[config.mk]
export PLATFORM = sky130hd
export DESIGN_NAME = raster_primitive_engine_top
export DESIGN_NICKNAME = d
export VERILOG_FILES = /design/src/rpe_pkg.sv /design/src/rpe_front.sv /design/src/rpe_back.sv /design/src/raster_primitive_engine_top.sv
export VERILOG_INCLUDE_DIRS = /design/src /design/src/src
export SDC_FILE = /design/constraint.sdc
export NUM_CORES = 2
export LEC_CHECK = 0
export BUFFER_PORTS_ARGS = -buffer_cell sky130_fd_sc_hd__buf_2
export CAP_MARGIN = 0
export CORE_UTILIZATION = 59
export CTS_BUF_LIST = sky130_fd_sc_hd__clkbuf_2 sky130_fd_sc_hd__clkbuf_4 sky130_fd_sc_hd__clkbuf_8
export DETAILED_ROUTE_END_ITERATION = 6
export PLACE_DENSITY = 0.8
export SLEW_MARGIN = 20
export SYNTH_ARGS = -nofsm -noshare
export SYNTH_HDL_FRONTEND = slang
export SYNTH_SLANG_ARGS = --single-unit
[constraint.sdc]
create_clock -name clk -period 8.19 [get_ports clk]
set_clock_uncertainty 0.05 [all_clocks]
set_input_delay 0 -clock clk [delete_from_list [all_inputs] [get_ports clk]]
set_output_delay 0 -clock clk [all_outputs]
set_load 0.1 [all_outputs]
[src/raster_primitive_engine_top_macros.svh]
// Assertion macros shared by the raster primitive engine RTL.
// Included by the modules that carry concurrent checks; no other dependencies.
`ifndef RASTER_PRIMITIVE_ENGINE_TOP_MACROS_SVH
`define RASTER_PRIMITIVE_ENGINE_TOP_MACROS_SVH
`ifndef SYNTHESIS
`define RPE_ASSERT_IMP(lbl, clk, rstn, ante, cons) \
    lbl: assert property (@(posedge clk) disable iff (!rstn) (ante) |-> (cons)) \
        else $error("same-cycle check failed");
`define RPE_ASSERT_NXT(lbl, clk, rstn, ante, cons) \
    lbl: assert property (@(posedge clk) disable iff (!rstn) (ante) |=> (cons)) \
        else $error("next-cycle check failed");
`else
`define RPE_ASSERT_IMP(lbl, clk, rstn, ante, cons)
`define RPE_ASSERT_NXT(lbl, clk, rstn, ante, cons)
`endif
`endif

[src/rpe_pkg.sv]
// Types and constants of the raster primitive engine.
// No dependencies; used by every module of the engine.
`timescale 1ns / 1ps

package rpe_pkg;

    localparam int COORD_BITS = 12;
    localparam int ADDR_BITS  = 17;
    localparam int COLOR_BITS = 16;
    localparam int PADDR_BITS = 3;
    // internal coordinate, error and decision widths
    localparam int CW = COORD_BITS + 2;
    localparam int EW = COORD_BITS + 4;
    localparam int DW = COORD_BITS + 8;

    localparam logic [COLOR_BITS-1:0] CLEAR_COLOR = 16'hFFFF;
    localparam logic [COLOR_BITS-1:0] RESET_COLOR = 16'hFFFF;

    typedef enum logic [2:0] {
        MODE_STEP    = 3'd0,
        MODE_LINE    = 3'd1,
        MODE_CIRCLE  = 3'd2,
        MODE_OUTLINE = 3'd3,
        MODE_RECT    = 3'd4,
        MODE_FILL    = 3'd5,
        MODE_CLEAR   = 3'd6,
        MODE_UNUSED  = 3'd7
    } mode_t;

    typedef enum logic [4:0] {
        K_IDLE    = 5'b00001,
        K_LINE    = 5'b00010,
        K_CIRCLE  = 5'b00100,
        K_OUTLINE = 5'b01000,
        K_SCAN    = 5'b10000
    } shape_t;

    typedef struct packed {
        logic [2:0]                   mode;
        logic signed [COORD_BITS-1:0] row_a;
        logic signed [COORD_BITS-1:0] col_a;
        logic signed [COORD_BITS-1:0] row_b;
        logic signed [COORD_BITS-1:0] col_b;
        logic signed [COORD_BITS-1:0] radius;
    } in_item_t;

    typedef struct packed {
        logic [ADDR_BITS-1:0]  pixel_address;
        logic [COLOR_BITS-1:0] pixel_color;
        logic                  write_enable;
        logic                  last_pixel;
    } pixel_t;

    typedef struct packed {
        mode_t                        op;
        logic signed [COORD_BITS-1:0] row_a;
        logic signed [COORD_BITS-1:0] col_a;
        logic signed [COORD_BITS-1:0] row_b;
        logic signed [COORD_BITS-1:0] col_b;
        logic signed [COORD_BITS-1:0] radius;
    } cmd_t;

    typedef struct packed {
        logic signed [CW-1:0] cur_r;
        logic signed [CW-1:0] cur_c;
        logic signed [CW-1:0] end_r;
        logic signed [CW-1:0] end_c;
        logic signed [EW-1:0] dr;
        logic signed [EW-1:0] dc;
        logic                 sr_neg;
        logic                 sc_neg;
        logic signed [EW-1:0] err;
    } line_t;

endpackage

[src/rpe_front.sv]
// Front end: accepts transactions, drops unused modes, queues commands and steps.
// Depends on rpe_pkg and the assertion macro header.
`timescale 1ns / 1ps
`include "raster_primitive_engine_top_macros.svh"

module rpe_front
(
    input  logic             clk,
    input  logic             rst_n,
    input  logic             in_valid,
    output logic             in_stall,
    input  rpe_pkg::in_item_t in_item,
    output logic             q_valid,
    output rpe_pkg::cmd_t    q_item,
    input  logic             q_pop
);

    rpe_pkg::cmd_t slot_reg [2];
    logic          wr_ptr_reg, wr_ptr_next;
    logic          rd_ptr_reg, rd_ptr_next;
    logic [1:0]    count_reg, count_next;
    logic          push;
    rpe_pkg::cmd_t cmd_in;

    assign in_stall = (count_reg == 2'd2);
    assign push     = in_valid && !in_stall &&
                      (in_item.mode != rpe_pkg::MODE_UNUSED);

    assign cmd_in.op     = rpe_pkg::mode_t'(in_item.mode);
    assign cmd_in.row_a  = in_item.row_a;
    assign cmd_in.col_a  = in_item.col_a;
    assign cmd_in.row_b  = in_item.row_b;
    assign cmd_in.col_b  = in_item.col_b;
    assign cmd_in.radius = in_item.radius;

    assign q_valid = (count_reg != 2'd0);
    assign q_item  = slot_reg[rd_ptr_reg];

    always_comb
    begin
        wr_ptr_next = wr_ptr_reg ^ push;
        rd_ptr_next = rd_ptr_reg ^ q_pop;
        count_next  = count_reg + {1'b0, push} - {1'b0, q_pop};
    end

    always_ff @(posedge clk or negedge rst_n)
    begin
        if (!rst_n)
        begin
            wr_ptr_reg <= 1'b0;
            rd_ptr_reg <= 1'b0;
            count_reg  <= 2'd0;
        end
        else
        begin
            wr_ptr_reg <= wr_ptr_next;
            rd_ptr_reg <= rd_ptr_next;
            count_reg  <= count_next;
        end
    end

    always_ff @(posedge clk)
    begin
        if (push)
        begin
            slot_reg[wr_ptr_reg] <= cmd_in;
        end
    end

    `RPE_ASSERT_IMP(a_pop_nonempty, clk, rst_n, q_pop, count_reg != 2'd0)
    `RPE_ASSERT_IMP(a_count_bound, clk, rst_n, 1'b1, count_reg != 2'd3)
    `RPE_ASSERT_IMP(a_full_no_push, clk, rst_n, in_stall, !push)

endmodule

[src/rpe_back.sv]
// Back end: shape generators (Bresenham line, Bresenham circle, row scan) and
// the output register. Depends on rpe_pkg and the assertion macro header.
`timescale 1ns / 1ps
`include "raster_primitive_engine_top_macros.svh"

module rpe_back
#(
    parameter int VISIBLE_COLUMNS = 320,
    parameter int ROW_PITCH       = 512,
    parameter int SCREEN_ROWS     = 240
)
(
    input  logic                              clk,
    input  logic                              rst_n,
    input  logic                              q_valid,
    input  rpe_pkg::cmd_t                     q_item,
    output logic                              q_pop,
    input  logic [rpe_pkg::COLOR_BITS-1:0]    draw_color,
    output logic                              out_valid,
    input  logic                              out_stall,
    output rpe_pkg::pixel_t                   out_pixel
);

    localparam int CW = rpe_pkg::CW;
    localparam int EW = rpe_pkg::EW;
    localparam int DW = rpe_pkg::DW;

    rpe_pkg::shape_t                   kind_reg, kind_next;
    logic [rpe_pkg::COLOR_BITS-1:0]    color_reg, color_next;
    logic                              out_valid_reg, out_valid_next;
    rpe_pkg::pixel_t                   out_reg, out_next;
    rpe_pkg::line_t                    line_reg, line_next;
    logic signed [CW-1:0]              cx_reg, cx_next, cy_reg, cy_next;
    logic signed [DW-1:0]              cd_reg, cd_next;
    logic signed [CW-1:0]              cen_r_reg, cen_r_next, cen_c_reg, cen_c_next;
    logic [2:0]                        oct_reg, oct_next;
    logic [1:0]                        side_reg, side_next;
    logic signed [CW-1:0]              top_reg, top_next, bot_reg, bot_next;
    logic signed [CW-1:0]              left_reg, left_next, right_reg, right_next;

    function automatic rpe_pkg::line_t start_line(input logic signed [CW-1:0] r0,
                                                  input logic signed [CW-1:0] c0,
                                                  input logic signed [CW-1:0] r1,
                                                  input logic signed [CW-1:0] c1);
        rpe_pkg::line_t l;
        logic signed [EW-1:0] dr;
        logic signed [EW-1:0] dcp;
        dr  = (r1 > r0) ? (EW'(r1) - EW'(r0)) : (EW'(r0) - EW'(r1));
        dcp = (c1 > c0) ? (EW'(c1) - EW'(c0)) : (EW'(c0) - EW'(c1));
        l.cur_r  = r0;
        l.cur_c  = c0;
        l.end_r  = r1;
        l.end_c  = c1;
        l.dr     = dr;
        l.dc     = -dcp;
        l.sr_neg = !(r0 < r1);
        l.sc_neg = !(c0 < c1);
        l.err    = dr - dcp;
        return l;
    endfunction

    function automatic rpe_pkg::line_t side_line(input logic [1:0] side,
                                                 input logic signed [CW-1:0] t,
                                                 input logic signed [CW-1:0] b,
                                                 input logic signed [CW-1:0] lf,
                                                 input logic signed [CW-1:0] rt);
        rpe_pkg::line_t l;
        case (side)
            2'd0:    l = start_line(t, lf, t, rt);
            2'd1:    l = start_line(b, lf, b, rt);
            2'd2:    l = start_line(t, lf, b, lf);
            default: l = start_line(t, rt, b, rt);
        endcase
        return l;
    endfunction

    function automatic rpe_pkg::pixel_t emit(input logic signed [CW-1:0] r,
                                             input logic signed [CW-1:0] c,
                                             input logic [rpe_pkg::COLOR_BITS-1:0] col,
                                             input logic last);
        rpe_pkg::pixel_t p;
        logic            on;
        logic [31:0]     addr;
        on = (r >= 0) && (r < $signed(CW'(SCREEN_ROWS))) &&
             (c >= 0) && (c < $signed(CW'(VISIBLE_COLUMNS)));
        addr = 32'(r[CW-2:0]) * 32'(ROW_PITCH) + 32'(c[CW-2:0]);
        p.pixel_address = on ? addr[rpe_pkg::ADDR_BITS-1:0] : '0;
        p.pixel_color   = col;
        p.write_enable  = on;
        p.last_pixel    = last;
        return p;
    endfunction

    // line / outline step terms
    logic                 line_done, line_last, row_move, col_move;
    logic signed [EW:0]   e2;
    logic signed [EW-1:0] err_after;
    assign line_done = (line_reg.cur_r == line_reg.end_r) && (line_reg.cur_c == line_reg.end_c);
    assign line_last = line_done && ((kind_reg == rpe_pkg::K_LINE) || (side_reg == 2'd3));
    assign e2        = $signed({line_reg.err, 1'b0});
    assign row_move  = e2 >= (EW+1)'(line_reg.dc);
    assign col_move  = e2 <= (EW+1)'(line_reg.dr);
    assign err_after = line_reg.err + (row_move ? line_reg.dc : EW'(0))
                                    + (col_move ? line_reg.dr : EW'(0));

    // circle step terms
    logic signed [CW-1:0] circ_r, circ_c, cx_inc, cy_upd;
    logic signed [DW-1:0] cd_upd;
    logic                 cd_le0, circ_last;
    assign cd_le0 = cd_reg <= 0;
    assign cx_inc = cx_reg + CW'(1);
    assign cy_upd = cd_le0 ? cy_reg : (cy_reg - CW'(1));
    assign cd_upd = cd_le0 ? (cd_reg + (DW'(cx_reg) <<< 2) + DW'(6))
                           : (cd_reg + ((DW'(cx_reg) - DW'(cy_reg)) <<< 2) + DW'(10));
    assign circ_last = (oct_reg == 3'd7) && (cx_inc > cy_upd);

    always_comb
    begin
        case (oct_reg)
            3'd0:    begin circ_r = cen_r_reg + cx_reg; circ_c = cen_c_reg + cy_reg; end
            3'd1:    begin circ_r = cen_r_reg - cx_reg; circ_c = cen_c_reg + cy_reg; end
            3'd2:    begin circ_r = cen_r_reg + cx_reg; circ_c = cen_c_reg - cy_reg; end
            3'd3:    begin circ_r = cen_r_reg - cx_reg; circ_c = cen_c_reg - cy_reg; end
            3'd4:    begin circ_r = cen_r_reg + cy_reg; circ_c = cen_c_reg + cx_reg; end
            3'd5:    begin circ_r = cen_r_reg - cy_reg; circ_c = cen_c_reg + cx_reg; end
            3'd6:    begin circ_r = cen_r_reg + cy_reg; circ_c = cen_c_reg - cx_reg; end
            default: begin circ_r = cen_r_reg - cy_reg; circ_c = cen_c_reg - cx_reg; end
        endcase
    end

    // scan step terms
    logic                 scan_last;
    logic signed [CW-1:0] scan_col_inc;
    assign scan_last    = (line_reg.cur_r == bot_reg) && (line_reg.cur_c == right_reg);
    assign scan_col_inc = line_reg.cur_c + CW'(1);

    // rectangle corners of the incoming command
    logic signed [CW-1:0] in_top, in_bot, in_left, in_right;
    assign in_top   = (q_item.row_a < q_item.row_b) ? CW'(q_item.row_a) : CW'(q_item.row_b);
    assign in_bot   = (q_item.row_a < q_item.row_b) ? CW'(q_item.row_b) : CW'(q_item.row_a);
    assign in_left  = (q_item.col_a < q_item.col_b) ? CW'(q_item.col_a) : CW'(q_item.col_b);
    assign in_right = (q_item.col_a < q_item.col_b) ? CW'(q_item.col_b) : CW'(q_item.col_a);

    assign q_pop     = q_valid && !(out_valid_reg && out_stall);
    assign out_valid = out_valid_reg;
    assign out_pixel = out_reg;

    always_comb
    begin
        kind_next      = kind_reg;
        color_next     = color_reg;
        out_valid_next = out_valid_reg && out_stall;
        out_next       = out_reg;
        line_next      = line_reg;
        cx_next        = cx_reg;
        cy_next        = cy_reg;
        cd_next        = cd_reg;
        cen_r_next     = cen_r_reg;
        cen_c_next     = cen_c_reg;
        oct_next       = oct_reg;
        side_next      = side_reg;
        top_next       = top_reg;
        bot_next       = bot_reg;
        left_next      = left_reg;
        right_next     = right_reg;
        if (q_pop)
        begin
            if (q_item.op == rpe_pkg::MODE_STEP)
            begin
                unique case (kind_reg)
                    rpe_pkg::K_LINE, rpe_pkg::K_OUTLINE:
                    begin
                        out_next       = emit(line_reg.cur_r, line_reg.cur_c, color_reg,
                                              line_last);
                        out_valid_next = 1'b1;
                        if (line_last)
                        begin
                            kind_next = rpe_pkg::K_IDLE;
                        end
                        else if (line_done)
                        begin
                            side_next = side_reg + 2'd1;
                            line_next = side_line(side_reg + 2'd1, top_reg, bot_reg,
                                                  left_reg, right_reg);
                        end
                        else
                        begin
                            line_next.err = err_after;
                            if (row_move)
                            begin
                                line_next.cur_r = line_reg.sr_neg ? line_reg.cur_r - CW'(1)
                                                                  : line_reg.cur_r + CW'(1);
                            end
                            if (col_move)
                            begin
                                line_next.cur_c = line_reg.sc_neg ? line_reg.cur_c - CW'(1)
                                                                  : line_reg.cur_c + CW'(1);
                            end
                        end
                    end
                    rpe_pkg::K_CIRCLE:
                    begin
                        out_next       = emit(circ_r, circ_c, color_reg, circ_last);
                        out_valid_next = 1'b1;
                        oct_next       = oct_reg + 3'd1;
                        if (oct_reg == 3'd7)
                        begin
                            cd_next = cd_upd;
                            cx_next = cx_inc;
                            cy_next = cy_upd;
                        end
                        if (circ_last)
                        begin
                            kind_next = rpe_pkg::K_IDLE;
                        end
                    end
                    rpe_pkg::K_SCAN:
                    begin
                        out_next       = emit(line_reg.cur_r, line_reg.cur_c, color_reg,
                                              scan_last);
                        out_valid_next = 1'b1;
                        if (scan_last)
                        begin
                            kind_next = rpe_pkg::K_IDLE;
                        end
                        else if (scan_col_inc > right_reg)
                        begin
                            line_next.cur_c = left_reg;
                            line_next.cur_r = line_reg.cur_r + CW'(1);
                        end
                        else
                        begin
                            line_next.cur_c = scan_col_inc;
                        end
                    end
                    default:
                    begin
                        kind_next = rpe_pkg::K_IDLE;
                    end
                endcase
            end
            else
            begin
                color_next = (q_item.op == rpe_pkg::MODE_CLEAR) ? rpe_pkg::CLEAR_COLOR
                                                                : draw_color;
                unique case (q_item.op)
                    rpe_pkg::MODE_LINE:
                    begin
                        kind_next = rpe_pkg::K_LINE;
                        line_next = start_line(CW'(q_item.row_a), CW'(q_item.col_a),
                                               CW'(q_item.row_b), CW'(q_item.col_b));
                    end
                    rpe_pkg::MODE_CIRCLE:
                    begin
                        if (q_item.radius < 0)
                        begin
                            kind_next = rpe_pkg::K_IDLE;
                        end
                        else
                        begin
                            kind_next  = rpe_pkg::K_CIRCLE;
                            cen_r_next = CW'(q_item.row_a);
                            cen_c_next = CW'(q_item.col_a);
                            cx_next    = '0;
                            cy_next    = CW'(q_item.radius);
                            cd_next    = $signed(DW'(3)) - ($signed(DW'(q_item.radius)) <<< 1);
                            oct_next   = 3'd0;
                        end
                    end
                    rpe_pkg::MODE_OUTLINE:
                    begin
                        kind_next  = rpe_pkg::K_OUTLINE;
                        top_next   = in_top;
                        bot_next   = in_bot;
                        left_next  = in_left;
                        right_next = in_right;
                        side_next  = 2'd0;
                        line_next  = side_line(2'd0, in_top, in_bot, in_left, in_right);
                    end
                    rpe_pkg::MODE_RECT:
                    begin
                        kind_next       = rpe_pkg::K_SCAN;
                        top_next        = in_top;
                        bot_next        = in_bot;
                        left_next       = in_left;
                        right_next      = in_right;
                        line_next.cur_r = in_top;
                        line_next.cur_c = in_left;
                    end
                    rpe_pkg::MODE_FILL, rpe_pkg::MODE_CLEAR:
                    begin
                        kind_next       = rpe_pkg::K_SCAN;
                        top_next        = '0;
                        bot_next        = CW'(SCREEN_ROWS - 1);
                        left_next       = '0;
                        right_next      = CW'(VISIBLE_COLUMNS - 1);
                        line_next.cur_r = '0;
                        line_next.cur_c = '0;
                    end
                    default:
                    begin
                        color_next = color_reg;
                    end
                endcase
            end
        end
    end

    always_ff @(posedge clk or negedge rst_n)
    begin
        if (!rst_n)
        begin
            kind_reg      <= rpe_pkg::K_IDLE;
            color_reg     <= rpe_pkg::RESET_COLOR;
            out_valid_reg <= 1'b0;
        end
        else
        begin
            kind_reg      <= kind_next;
            color_reg     <= color_next;
            out_valid_reg <= out_valid_next;
        end
    end

    always_ff @(posedge clk)
    begin
        out_reg   <= out_next;
        line_reg  <= line_next;
        cx_reg    <= cx_next;
        cy_reg    <= cy_next;
        cd_reg    <= cd_next;
        cen_r_reg <= cen_r_next;
        cen_c_reg <= cen_c_next;
        oct_reg   <= oct_next;
        side_reg  <= side_next;
        top_reg   <= top_next;
        bot_reg   <= bot_next;
        left_reg  <= left_next;
        right_reg <= right_next;
    end

    logic chk_clip_ok, chk_idle_step, chk_cmd_pop;
    assign chk_clip_ok   = out_reg.write_enable || (out_reg.pixel_address == '0);
    assign chk_idle_step = q_pop && (q_item.op == rpe_pkg::MODE_STEP) &&
                           (kind_reg == rpe_pkg::K_IDLE);
    assign chk_cmd_pop   = q_pop && (q_item.op != rpe_pkg::MODE_STEP);

    `RPE_ASSERT_IMP(a_clip_zero_addr, clk, rst_n, out_valid_reg, chk_clip_ok)
    `RPE_ASSERT_NXT(a_idle_step_quiet, clk, rst_n, chk_idle_step, !out_valid_reg)
    `RPE_ASSERT_NXT(a_cmd_quiet, clk, rst_n, chk_cmd_pop, !out_valid_reg)

endmodule

[src/raster_primitive_engine_top.sv]
// Raster primitive engine: one pixel transaction per step of an active shape.
// A step is held in the front-end queue, then its pixel is registered in the
// back-end output register until taken. Throughput one transaction per cycle,
// set by the back-end generator, which retires one queued transaction per cycle
// while out_stall is low. Reset (rst_n low, asynchronous) empties the queue,
// idles the generator and sets draw_color to 0xFFFF.
`timescale 1ns / 1ps

module raster_primitive_engine_top
#(
    parameter int VISIBLE_COLUMNS = 320,
    parameter int ROW_PITCH       = 512,
    parameter int SCREEN_ROWS     = 240
)
(
    input  logic                            clk,
    input  logic                            rst_n,
    // input transactions: commands and steps
    input  logic                            in_valid,
    output logic                            in_stall,
    input  rpe_pkg::in_item_t               in_item,
    // output transactions: pixel writes
    output logic                            out_valid,
    input  logic                            out_stall,
    output rpe_pkg::pixel_t                 out_pixel,
    // configuration port
    input  logic                            psel,
    input  logic                            penable,
    input  logic                            pwrite,
    input  logic [rpe_pkg::PADDR_BITS-1:0]  paddr,
    input  logic [31:0]                     pwdata,
    output logic [31:0]                     prdata,
    output logic                            pready
);

    logic [rpe_pkg::COLOR_BITS-1:0] draw_color_reg, draw_color_next;
    logic                           sel_draw_color;
    logic                           cfg_write;
    logic                           q_valid;
    logic                           q_pop;
    rpe_pkg::cmd_t                  q_item;

    // Register map: draw_color is the only register, word at byte offset 0.
    assign pready         = 1'b1;
    assign sel_draw_color = (paddr[rpe_pkg::PADDR_BITS-1] == 1'b0);
    assign cfg_write      = psel && penable && pwrite && pready;

    always_comb
    begin
        draw_color_next = draw_color_reg;
        if (cfg_write && sel_draw_color)
        begin
            draw_color_next = pwdata[rpe_pkg::COLOR_BITS-1:0];
        end
    end

    // Read back draw_color; other offsets read as zero.
    assign prdata = sel_draw_color ? {16'h0000, draw_color_reg} : 32'h0000_0000;

    always_ff @(posedge clk or negedge rst_n)
    begin
        if (!rst_n)
        begin
            draw_color_reg <= rpe_pkg::RESET_COLOR;
        end
        else
        begin
            draw_color_reg <= draw_color_next;
        end
    end

    // Front end: take in transactions, drop the unused mode, hold up to two.
    rpe_front u_front
    (
        .clk      (clk),
        .rst_n    (rst_n),
        .in_valid (in_valid),
        .in_stall (in_stall),
        .in_item  (in_item),
        .q_valid  (q_valid),
        .q_item   (q_item),
        .q_pop    (q_pop)
    );

    // Back end: run the shape generators and hold the pixel until taken.
    rpe_back
    #(
        .VISIBLE_COLUMNS (VISIBLE_COLUMNS),
        .ROW_PITCH       (ROW_PITCH),
        .SCREEN_ROWS     (SCREEN_ROWS)
    )
    u_back
    (
        .clk        (clk),
        .rst_n      (rst_n),
        .q_valid    (q_valid),
        .q_item     (q_item),
        .q_pop      (q_pop),
        .draw_color (draw_color_reg),
        .out_valid  (out_valid),
        .out_stall  (out_stall),
        .out_pixel  (out_pixel)
    );

endmodule
# Word-level counts from Yosys, hierarchy flattened
# Memories as Yosys holds them, arrays and structs flattened.
# Index checks and enable logic that the tools add are counted.
dict set report totals {
  memories 1
  out_inout_bits 70
  wordCells 305
  reg_bits 316
  mem_bits_rw 126
  in_bits 105
}
dict set report op_classes {
  order_cmp 31
  n_eq_ne 41
  n_bitwise 5
  muxes 77
  n_reduce_logical 65
  n_addsub 54
}
# name depth width rd rd_ports_with_merged_regs wr line
set mem_list {}
lappend mem_list {u_front.slot_reg 2 63 1 0 1 rpe_front.sv:18} ;# rpe_pkg::cmd_t slot_reg [2];
# cell n
set ops {}
lappend ops {{case mux 106 bit (3 select lines)} 1}
lappend ops {{two-way mux 14 bit} 21}
lappend ops {{two-way mux 106 bit} 2}
lappend ops {{subtractor 14 x 14 -> 15 bit} 12}
lappend ops {{two-way mux 16 bit} 10}
lappend ops {{case mux 78 bit (2 select lines)} 1}
lappend ops {{two-way mux 20 bit} 6}
lappend ops {{less-than comparator 14 bit} 8}
lappend ops {{case mux 14 bit (2 select lines)} 4}
lappend ops {{case mux 35 bit (3 select lines)} 1}
lappend ops {{subtractor 16 bit} 6}
lappend ops {{case mux 14 bit (3 select lines)} 2}
lappend ops {{case mux 28 bit (3 select lines)} 1}
lappend ops {{negator 16 bit} 5}
lappend ops {{two-way mux 78 bit} 1}
lappend ops {{> comparator 14 bit} 5}
lappend ops {{two-way mux 62 bit} 1}
lappend ops {{adder 12 x 14 -> 14 bit} 4}
lappend ops {{equality test 14 bit} 4}
lappend ops {{greater-or-equal comparator 14 x 1 -> 1 bit, second input constant} 4}
lappend ops {{two-way mux 28 bit} 2}
lappend ops {{case mux 28 bit (2 select lines)} 1}
lappend ops {{subtractor 12 x 14 -> 14 bit} 4}
lappend ops {{subtractor 12 x 12 -> 13 bit} 4}
lappend ops {{other kinds (62)} 163}

# Depth between registers and ports, before layout
dict set report depth {
  depth_word 9
  depth_mapped 35
  ltp_nobuf 29
}

# Cells and area by module
# From an unflattened synthesis, not the netlist that was laid out.
dict set report hier_totals {
  cells_unflattened 3839
  hier_area_um2 36266.0
}
# mod n_inst area_each_um2 cells_per_inst
set modules_own_cells {}
lappend modules_own_cells {rpe_back 1 30280.3 3553}
lappend modules_own_cells {rpe_front 1 5066.1 216}
lappend modules_own_cells {raster_primitive_engine_top 1 919.6 70}

# Least setup slack after synthesis
# No wires, ideal clock.
dict set report synth_timing {
  kind {reg2reg}
  from {reg u_front.rd_ptr_reg}
  to {reg u_back.line_reg (netlist bit u_back.e2[12]) (data pin)}
  setup_slack_ps -231
  path_buffers 8
  required_ps 7988
  stages_incl_launch_ff 36
  arrival_time_ps 8219
  cell_sequence {dfrtp_1 > buf_4 > buf_6 > buf_2 > clkbuf_1 > buf_1 > buf_1 > buf_1 > mux2i_1 > inv_1 > ha_1 > nor2b_1 > o21ai_0 > a21boi_0 > o21ai_0 > a21oi_1 > o21a_1 > o21a_1 > o21ai_1 > clkbuf_1 > mux2i_1 > inv_1 > ha_1 > nor2b_1 > o21ai_0 > a21oi_1 > o21ai_0 > a21boi_0 > o21ai_0 > nand2b_1 > a21o_1 > a21o_1 > a31o_2 > xnor2_1 > a221o_1 > a31oi_1}
}
dict set report synth_via {
  elab_chain_len 8
}
# item line
set synth_lines {}
lappend synth_lines {{start: declaration} rpe_front.sv:20} ;# logic rd_ptr_reg, rd_ptr_next;
lappend synth_lines {{start signal: assignment} rpe_front.sv:57} ;# rd_ptr_reg <= rd_ptr_next;
lappend synth_lines {{memory (2 x 63 bit) (*)} --}
lappend synth_lines {{less-than comparator 12 bit} {rpe_back.sv:141, rpe_back.sv:142}}
lappend synth_lines {{two-way mux 14 bit (on tied branches)} {rpe_back.sv:141, rpe_back.sv:142}}
lappend synth_lines {{subtractor 14 x 14 -> 15 bit / > comparator 14 bit (equally long branches)} rpe_back.sv:49} ;# dcp = (c1 > c0) ? (EW'(c1) - EW'(c0)) : (EW'(c0) - EW'(c1));
lappend synth_lines {{two-way mux 16 bit} rpe_back.sv:49}
lappend synth_lines {{subtractor 16 bit} rpe_back.sv:58} ;# l.err = dr - dcp;
lappend synth_lines {{case mux 78 bit (2 select lines)} rpe_back.sv:246} ;# unique case (q_item.op)
lappend synth_lines {{two-way mux 106 bit (*)} rpe_back.sv:168} ;# if (q_item.op == rpe_pkg::MODE_STEP)
lappend synth_lines {{end signal: assignment} rpe_back.sv:328} ;# line_reg <= line_next;
lappend synth_lines {{end: declaration} rpe_back.sv:32} ;# rpe_pkg::line_t line_reg, line_next;
# Mark *: on every way between the ends. The rest lies on a longest branch, timed or not.
# A chain may end at the register's enable or synchronous reset.

# Worst setup path in the final report
# Ends and elaborated chain as after synthesis.

==> summary.md <==
| Metric | Value |
|---|---|
| Post-synthesis cell area | `about 36000 µm²` |
| Asr flop ratio synth | `9.81%` |
| Initial drt markers | `slightly above 4000` |
| Antenna violations before repair | `8` |
| Die width | `about 250 µm` |
| Row count | `90` |
| Post-CTS Setup Bufs | `0` |
| Final worst slack | `0.715 ns` |
| Die area | `62500 µm²` |
| Num CTS Buffers | `75` |
| Count of non-filler cells in the finished layout | `approximately 5100` |
| Max-slew violations | `0` |
| Ports | `175` |
| Seq/Total Area, Yosys | `between 30% and 40%` |
| Failing checks | `DRC` |
| Hold Path End | `draw_color_reg[4]$_DFFE_PN1P_` |
| Pin count of the biggest net entering global routing | `73` |
| GP Congestion | `1.01` |
| Remaining DRCs | `19` |
| Synthesis-stage register bit count | `about 430` |
| Dpl hpwl | `87800 µm` |
| Post-DRT Antenna Nets | `0` |
| Clk slew on worst S/H paths | `0.07 ns` |
| CTS resizes | `0` |
| Fin crit share | `slightly above 90%` |
| Worst setup SP type | `flop` |
| Status | `complete, but fails checks` |
| Reg-to-reg endpoint | `u_back.e2[12]$_DFFE_PP_` |
| DR pass1 iterations | `7` |
| CTS tree | `done` |
| Worst-skew pair later-pin latency | `0.72 ns` |
| FF-to-FF path depth | `26` |
| Worst-Margin Slew | `1.12 ns` |
| Clock tree root driver cell | `clkbuf_8` |
| Core area | `60600 µm²` |
| Worst slack at placement | `between 1 and 1.5 ns` |
| Avg Cell Area, Syn | `between 9 and 10 µm²` |
| Sink Count | `428` |
| Reg2reg start | `u_front.rd_ptr_reg$_DFF_PN0_` |
| Final setup fails | `0` |
| Vias after detailed routing | `33300` |
| Critical path origin | `u_front.rd_ptr_reg$_DFF_PN0_` |
| DP Cell Count | `around 4800` |
| GR Util All Layers | `approximately 39%` |
| Number of max-cap violations | `0` |
| Drt via density | `roughly 6.6` |
| Hold Crit Depth | `3` |
| Beginning of the worst hold path | `pwdata[4]` |
| Most used DFF post-synth | `edfxtp_1` |
| Max reg flops | `126` |
| Setup total negative slack | `0 ns` |
| # fillers | `4748` |
| Reg2reg setup slack | `between 0.7 and 0.8 ns` |
| Port Buffers | `around 140` |
| Fmax | `134 MHz` |
| Slew headroom | `24.8%` |
| RSZ-0062 raised after global routing | `no` |
| Worst EP arrival | `7.93 ns` |
| Total gr overflow | `0` |
| Number of global-route vias before repair | `31400` |
| Crit Path Max Fanout | `38` |
| Post-Route WL | `123000 µm` |
| First-pass GRT wire length | `186000 µm` |
| Chip Height | `about 250 µm` |
| CP required | `8.65 ns` |
| WS Path Type | `reg -> reg` |
| CTS H-tree lvls | `3` |
| Max Root-Sink Buffers | `3` |
| Hold Path Class | `in -> reg` |
| Final Hold Viols | `0` |
| Worst setup EP type | `flop` |
| Post-synth EDFFs | `386` |
| Layout area overhead | `13.1%` |
| Avg WL per Cell | `roughly 24 µm` |
| NumNets Final | `4693` |
| Ys Warns | `0` |
| Hold-fix buffers at CTS | `145` |
| Crit path time final | `7.48 ns` |
| Initial Util | `about three fifths` |
| Unique masters post-synth | `95` |
| Mapped Cells | `3986` |
| Layout cells sized above 1 | `11.4%` |
==> cell usage after synthesis, types with 20 or more instances <==
master | n | area (µm²)
a211oi_1 | 43 | 323
a21o_1 | 81 | 608
a21oi_1 | 281 | 1410
a221oi_1 | 25 | 219
a22o_1 | 20 | 175
a22oi_1 | 52 | 390
a31oi_1 | 24 | 150
and2_1 | 33 | 206
and3_1 | 43 | 269
buf_4 | 20 | 150
clkbuf_1 | 167 | 627
dfstp_2 | 33 | 867
edfxtp_1 | 386 | 11600
fa_1 | 32 | 641
ha_1 | 328 | 4100
inv_1 | 304 | 1140
mux2_2 | 43 | 484
mux2i_1 | 120 | 1200
nand2_1 | 317 | 1190
nand2b_1 | 28 | 175
nand3_1 | 95 | 475
nand4_1 | 42 | 263
nor2_1 | 316 | 1190
nor2b_1 | 63 | 394
nor3_1 | 84 | 420
o211ai_1 | 38 | 285
o21a_1 | 31 | 233
o21ai_0 | 226 | 1130
o21bai_1 | 26 | 195
o221ai_1 | 47 | 412
o22ai_1 | 49 | 307
or3_1 | 34 | 213
xnor2_1 | 200 | 1750
xor2_1 | 86 | 753
==> final cells by class <==
type | count | area, µm² | area share [%]
Inverter | 309 | 1160 | 2.83
Clock buffer | 106 | 1320 | 3.22
Multi-Input combinational cell | 3048 | 21700 | 52.9
Clock inverter | 31 | 353 | 0.861
Tap cell | 782 | 978 | 2.39
Sequential cell | 428 | 12700 | 30.9
Antenna cell | 3 | 7.51 | 0.0183
Timing Repair Buffer | 366 | 2780 | 6.78
==> stage by stage <==
step / cell area (µm²) / hold WS [ns] / utilization, %
finish: 41000 / 0.0270 / 67.7
detailed placement: 37800 / 0.141 / 62.5
global route: 41000 / 0.0113 / 67.7
floorplan: 36300 / -0.346 / -
global placement: 37800 / 0.137 / 62.5
CTS: 41000 / 0.000727 / 67.6
==> worst max path at each step <==
stage	slack, ns	cells after the start	end
finish	0.71	26	u_back.e2[12]$_DFFE_PP_
global route	0.45	26	u_back.e2[12]$_DFFE_PP_
CTS	0.89	26	u_back.e2[12]$_DFFE_PP_
detailed placement	1.03	26	u_back.e2[12]$_DFFE_PP_
global placement	1.07	25	u_back.e2[12]$_DFFE_PP_
floorplan	0.13	35	u_back.e2[12]$_DFFE_PP_
==> layout by cell type (no fill, tap or decap), drive strengths merged, types with 40 or more instances in the layout <==
master         n
nor3          85
clkbuf       106
xor2          87
a21oi        281
nand3         95
nand4         42
inv          308
buf          220
mux2          43
edfxtp       386
and3          43
dlygate4sd3  146
xnor2        200
a22oi         52
nor2         317
o21ai        236
o221ai        47
o211ai        40
mux2i        121
ha           328
nand2        317
a211oi        45
nor2b         63
a21o          81
o22ai         49
==> routing by layer <==
metal / track usage, % / part of all wire (%)
met4: 15.8 / 4.1
met5: 0 / 0.011
met3: 9.27 / 12
met1: 52.8 / 40
met2: 59.0 / 44
==> critical path, cell delays in order, from the launching register on <==
cell,delay [ns]
dfrtp_4,0.89
buf_12,0.36
mux2i_1,0.66
inv_1,0.17
ha_1,0.46
and3_1,0.28
nand2_1,0.08
or2_2,0.31
o22ai_1,0.38
inv_1,0.16
o21ai_2,0.13
buf_4,0.29
mux2i_1,0.24
xnor2_1,0.21
ha_1,0.31
o21ai_0,0.13
a21oi_1,0.14
o21ai_0,0.22
a21boi_0,0.16
o21ai_0,0.18
nand2b_1,0.11
a21o_1,0.20
a21o_1,0.21
a31o_2,0.27
xnor2_1,0.12
a221o_1,0.33
a31oi_1,0.15
==> kinds of logic (layout without fill, tap and decap cells) <==
group                      after synthesis  after routing  synth area share [%]
DFF                                    428            428                  35.0
other                                    2             20                0.0207
buffers and inverters                  525            812                  5.73
AOI/OAI and AO/OA                     1091           1091                  19.7
xor gates and xnor gates               287            287                  6.95
muxes                                  166            166                  4.81
adders and majority gates              360            360                  13.1
and+or+nand+nor                       1127           1127                  14.7
Power is not shown: default switching activity piles up to over one toggle a cycle in this logic, so the estimate is an artifact.
